### src/rtl/tiled_matrix_multiply_top_assert.svh
// Assertion shorthands for the tile multiply engine.
// Both sample on the rising edge of aclk and are off while aresetn is low.
`ifndef TILED_MATRIX_MULTIPLY_TOP_ASSERT_SVH
`define TILED_MATRIX_MULTIPLY_TOP_ASSERT_SVH

// Consequent checked in the same cycle as the antecedent.
`define TMM_ASSERT_SAME(label, ante, cons, msg) \
    label: assert property (@(posedge aclk) disable iff (!aresetn) (ante) |-> (cons)) \
        else $error(msg);

// Consequent checked in the cycle after the antecedent.
`define TMM_ASSERT_NEXT(label, ante, cons, msg) \
    label: assert property (@(posedge aclk) disable iff (!aresetn) (ante) |=> (cons)) \
        else $error(msg);

`endif

### src/rtl/tmm_pkg.sv
`timescale 1ns / 1ps

package tmm_pkg;

    localparam int DATA_W    = 32;
    localparam int OP_W      = 2;
    localparam int INDEX_W   = 8;
    localparam int DIM_CFG_W = 5;
    localparam int S_TDATA_W = 72;
    localparam int M_TDATA_W = 32;
    localparam int DIM_RESET = 16;

    localparam logic [OP_W-1:0] OP_LOAD  = 2'd0;
    localparam logic [OP_W-1:0] OP_READ  = 2'd1;
    localparam logic [OP_W-1:0] OP_CLEAR = 2'd2;

    // Control from the sequencer to the multiply-accumulate unit.
    typedef struct packed {
        logic load;     // seed the running sum with the stored accumulator
        logic mul_en;   // tile operands are valid this cycle
    } tmm_mac_ctrl_t;

endpackage

### src/rtl/tmm_mac.sv
`timescale 1ns / 1ps

module tmm_mac (
    input  logic                         aclk,
    input  logic                         aresetn,
    input  tmm_pkg::tmm_mac_ctrl_t       ctrl,
    input  logic [tmm_pkg::DATA_W-1:0]   init,
    input  logic [tmm_pkg::DATA_W-1:0]   a_data,
    input  logic [tmm_pkg::DATA_W-1:0]   b_data,
    output logic [tmm_pkg::DATA_W-1:0]   sum,
    output logic                         pending
);

    import tmm_pkg::*;

    logic [DATA_W-1:0] product_reg;
    logic              prod_valid_reg;
    logic [DATA_W-1:0] sum_reg;
    logic [DATA_W-1:0] product_next;

    // Low word of the product; the wrap makes signedness irrelevant.
    assign product_next = a_data * b_data;

    always_ff @(posedge aclk) begin
        if (!aresetn) begin
            prod_valid_reg <= 1'b0;
        end else begin
            prod_valid_reg <= ctrl.mul_en;
        end
        if (ctrl.mul_en) begin
            product_reg <= product_next;
        end
        if (ctrl.load) begin
            sum_reg <= init;
        end else if (prod_valid_reg) begin
            sum_reg <= sum_reg + product_reg;
        end
    end

    assign sum     = sum_reg;
    assign pending = prod_valid_reg;

endmodule

### config.mk
export PLATFORM = sky130hd
export DESIGN_NAME = tmm_mac
export DESIGN_NICKNAME = d
export VERILOG_FILES = /design/src/rtl/tiled_matrix_multiply_top_assert.svh /design/src/rtl/tmm_pkg.sv /design/src/rtl/tmm_mac.sv
export SDC_FILE = /design/constraint.sdc
export NUM_CORES = 1
export LEC_CHECK = 0
export BUFFER_PORTS_ARGS = -buffer_cell sky130_fd_sc_hd__buf_2
export CORE_UTILIZATION = 45
export DETAILED_ROUTE_END_ITERATION = 16
export PLACE_DENSITY = 0.6
export SLEW_MARGIN = 30
export SYNTH_ARGS = -nofsm -noshare
export SYNTH_HDL_FRONTEND = slang
export SYNTH_SLANG_ARGS = --single-unit
### constraint.sdc
create_clock -name aclk -period 21.9 [get_ports aclk]
set_input_delay 2.19 -clock aclk [delete_from_list [all_inputs] [get_ports aclk]]
set_output_delay 2.19 -clock aclk [all_outputs]
set_load 0.01 [all_outputs]
# Word level (Yosys, flattened, before mapping)
# Cells that the tools add are included.
[totals]
reg_bits = 65
rom_bits = 0
ram_bits = 0
latchBits = 0
memories = 0
out_inout_bits = 33
[classes]
n_div = 0
magnitude_cmp = 0
eq_ne = 0
muxes = 2
mul = 1
reduce_logical = 1
addsub = 1
bitwise_logic = 0
n_shift = 0
[ops]
columns = ["cell", "n"]
rows = [
  ["two-way mux 32 bit", 2],
  ["adder 32 bit", 1],
  ["multiplier 32 x 32 -> 32 bit", 1],
  ["nonzero test 2 bit", 1],
]

# Longest topological paths before layout
[depth]
word_depth = 3
depth_mapped = 28
depth_no_buf = 26

# Worst setup path before layout
# No wires, ideal clock.
[synth_timing]
path_kind = "input to register"
start = "in b_data[4] (netlist name)"
end = "reg product_reg[30], data pin"
arrival_time_ps = 8603
n_path_buf = 2
path_slack_ps = 13039
setup_ps = 258
stages = 24
required_ps = 21642
cell_sequence = "clkbuf_1 clkbuf_1 and2_1 fa_1 inv_1 fa_1 fa_1 fa_1 inv_1 fa_1 inv_1 fa_1 inv_1 fa_1 fa_1 ha_1 a211o_1 a211oi_1 a211oi_2 a221o_1 a221o_1 a21o_1 a21oi_2 xnor2_1"
[synth_between]
elab_chain_cells = 1
[synth_lines]
columns = ["element", "line_no", "rtl"]
rows = [
  ["from (decl)", "tmm_mac.sv:9", "input logic [tmm_pkg::DATA_W-1:0] b_data,"],
  ["multiplier 32 x 32 -> 32 bit", "tmm_mac.sv:22", "assign product_next = a_data * b_data;"],
  ["net product_next[30]", "tmm_mac.sv:19", "logic [DATA_W-1:0] product_next;"],
  ["to (signal assigned)", "tmm_mac.sv:31", "product_reg <= product_next;"],
  ["to (decl)", "tmm_mac.sv:16", "logic [DATA_W-1:0] product_reg;"],
]
# The timed path passes the listed nets, and every way through them passes these cells.
# A chain may end at the register's enable or synchronous reset.

# Worst setup path after layout
[layout_timing]
start = "in b_data[8] (netlist name)"
end = "reg product_reg[30], data pin"
# Same word-level chain as after synthesis.

==> impl_results.md <==
- R2r setup slk: 18500 ps
- Syn nets: 2723
- Max stage delay on crit path: 570 ps
- Cts hold-fix bufs: 0
- GRT Overall Usage: 0.238
- Number of distinct library cells after synthesis: 53
- Post-synth EDFFs: 64
- Final hold vios: 0
- FF+latch count, synth: 65
- Gpl congestion: 0.915
- First-pass GRT wire length: 80.3 mm
- 1st-pass router iterations: 5
- Max-slew headroom: 0.471
- Tmin final: 8940 ps
- Reg-to-reg endpoint: sum[30]$_DFFE_PP_
- Clock sink count: 65
- Slew Viols, Final: 0
- Post-CTS Repair Setup Buffers: 0
- Top Ports: 133
- Nets: 2773
- CP bufs+invs: 6
- CP Data Arrival Time: 9010 ps
- Layout Cells excl Fill: 2656
- Starting Density: 0.459
- Top cells by count, synth: 409 x fa_1, 399 x inv_1, 305 x nand2_1
- Status: complete, no violations
- Critical path startpoint: b_data[8]
- Yosys top cell area share: 0.423
- RSZ-0062 raised after global routing: no
- Num rows: 75
- Root Driver: clkbuf_16
- Die height: 209 um
- Final setup fails: 0
- Cell family with most CP delay: adder cells
- Total global routing overflow: 0
- Worst setup endpoint: product_reg[30]$_DFFE_PP_
- Area growth, synth to finish: 6.63%
- Final ANT Viol Nets: 0
- Post-CTS resize count: 0
- Initial antenna violation count: 4
- Main synth FF type: edfxtp_1
- Clk_skew: 8.78 ps
- Via count: 13800
- Max stage delay cell, worst path: fa_1
- Number of max-cap violations: 0
- Worst Hold Class: register to register
- Synth top area cells: fa_1 42%, ha_1 10%, edfxtp_1 9.9%
- Die X: 209 um
- CTS tree: yes
- Synth Instances: 2060
- Sequential cell area: 1940 um2
- Crit-path max FO: 24
- Worst-skew pair later-pin latency: 330 ps
- TritonCTS buffer count: 9
- Placed cell count: 2638
- Crit. path cell count: 23
- DR iter-0 viols: 762
- Synthesized area per cell: 9.39 um2
- FMAX: 112 MHz
- Routed wire length: 49.7 mm
- Wire per inst: 18.7 um
- Synth Cell Area: 19300 um2
- Setup TNS: 0 ps
- Startpoint Class: input pin
- Most frequent cell after synthesis: fa_1
- Filler cells: 4012
- Crit Path Category: input pin to register
- Clock transition at path regs: 50 ps
- Area occupied by multi-input gates: 15500 um2
- DP HPWL: 39.7 mm
- Slew @ Worst Pin: 794 ps
- Largest net degree at the start of global routing: 67
- Synth warnings: 0
- Sequential element share of the synthesized area: 0.100
- Core ar.: 42100 um2
- Critical Path Sink Type: register
- Vias in the first global route: 15000
- Layout cells sized above 1: 0.0775
- DRC: 0
- Critical path data required time: 21970 ps
- Area leader, netlist: fa_1
- FFs w/ async S/R, synth: 0
- Final period utilization: 0.408
- Die area: 43800 um2
- Reg2reg start: sum[0]$_DFFE_PP_
- CP dominant cell by count: fa_1
- Vias per Instance: 5.20
- Critical path, cell by cell: buf_2 -> nand2_1 -> fa_1 -> inv_1 -> fa_1 -> inv_1 -> fa_1 -> inv_1 -> fa_1 -> inv_1 -> fa_1 -> inv_1 -> fa_1 -> fa_1 -> fa_1 -> ha_1 -> a21o_1 -> a21o_1 -> a21o_1 -> a221o_1 -> a21o_1 -> a21oi_2 -> xnor2_1
- Register-to-Register Path Depth: 12
- # port buffers: 132
- Worst hold start: product_reg[0]$_DFFE_PP_
- H-tree depth: 3
- Clock Path Buffers: 2
[cell usage in the layout (no fill, tap or decap), types with 3 or more instances in the layout]
cell type,instances
or2_2,6
nor2_1,18
a31oi_1,5
ha_1,154
o21bai_1,8
inv_1,399
o21ai_0,45
o21ai_1,5
clkinv_1,3
buf_2,131
o31ai_1,5
and3_1,9
fa_1,409
a21oi_1,43
a21o_1,30
a221oi_1,3
a211oi_1,4
o21a_1,7
clkbuf_16,9
nand2b_1,7
a211o_1,6
and2_1,271
xor2_1,33
xnor2_1,80
nor3_1,6
nand2_1,305
nand3_1,5
nor2b_1,7
edfxtp_1,64
a221o_1,4
[how the worst min path moves through the flow]
stage	to	slack, ps	cells after the start
5_1_grt	sum[0]$_DFFE_PP_	710	2
6_report	sum[0]$_DFFE_PP_	670	2
3_5_place_dp	sum[0]$_DFFE_PP_	650	2
4_1_cts	sum[0]$_DFFE_PP_	670	2
3_3_place_gp	sum[0]$_DFFE_PP_	650	2
2_1_floorplan	sum[0]$_DFFE_PP_	640	2
[tightest hold or removal path: cells and delay by family (launching register included)]
kind                       cells  cell delay (ps)
DFF                            1              320
adders and majority gates      1              120
muxes                          1              130
[per-layer routing]
metal / global-route usage / vias to the layer above / share of wire
li1: - / 6316 / -
met1: 0.311 / 6999 / 0.43
met2: 0.410 / 399 / 0.48
met3: 0.0212 / 97 / 0.048
met4: 0.0913 / 0 / 0.040
met5: 0 / - / 0
[layout make-up]
class,count,share of cell area
Sequential cell,65,0.0942
Antenna cell,2,0.000243
Timing Repair Buffer,133,0.0325
Inverter,399,0.0726
Tap cell,539,0.0327
Clock inverter,7,0.00297
Multi-Input combinational cell,1502,0.754
Clock buffer,9,0.0109
[logic make-up after synthesis]
group / share of synthesized area
DFF: 0.100
muxes: 0.000582
AOI/OAI and AO/OA: 0.0637
buffers and inverters: 0.0957
adders and majority gates: 0.523
and+or+nand+nor: 0.165
xor gates and xnor gates: 0.0512
[per-stage QoR]
stage          area, um2  setup slack, ps  utilization  hold WS [ps]
2_1_floorplan      19300            13040            -           637
3_3_place_gp       20300            12740        0.482           650
3_5_place_dp       20300            12630        0.482           654
4_1_cts            20600            12990        0.489           673
5_1_grt            20600            12730        0.489           706
6_report           20600            12960        0.489           669
Power is not shown: default switching activity piles up to over one toggle a cycle in this logic, so the estimate is an artifact.
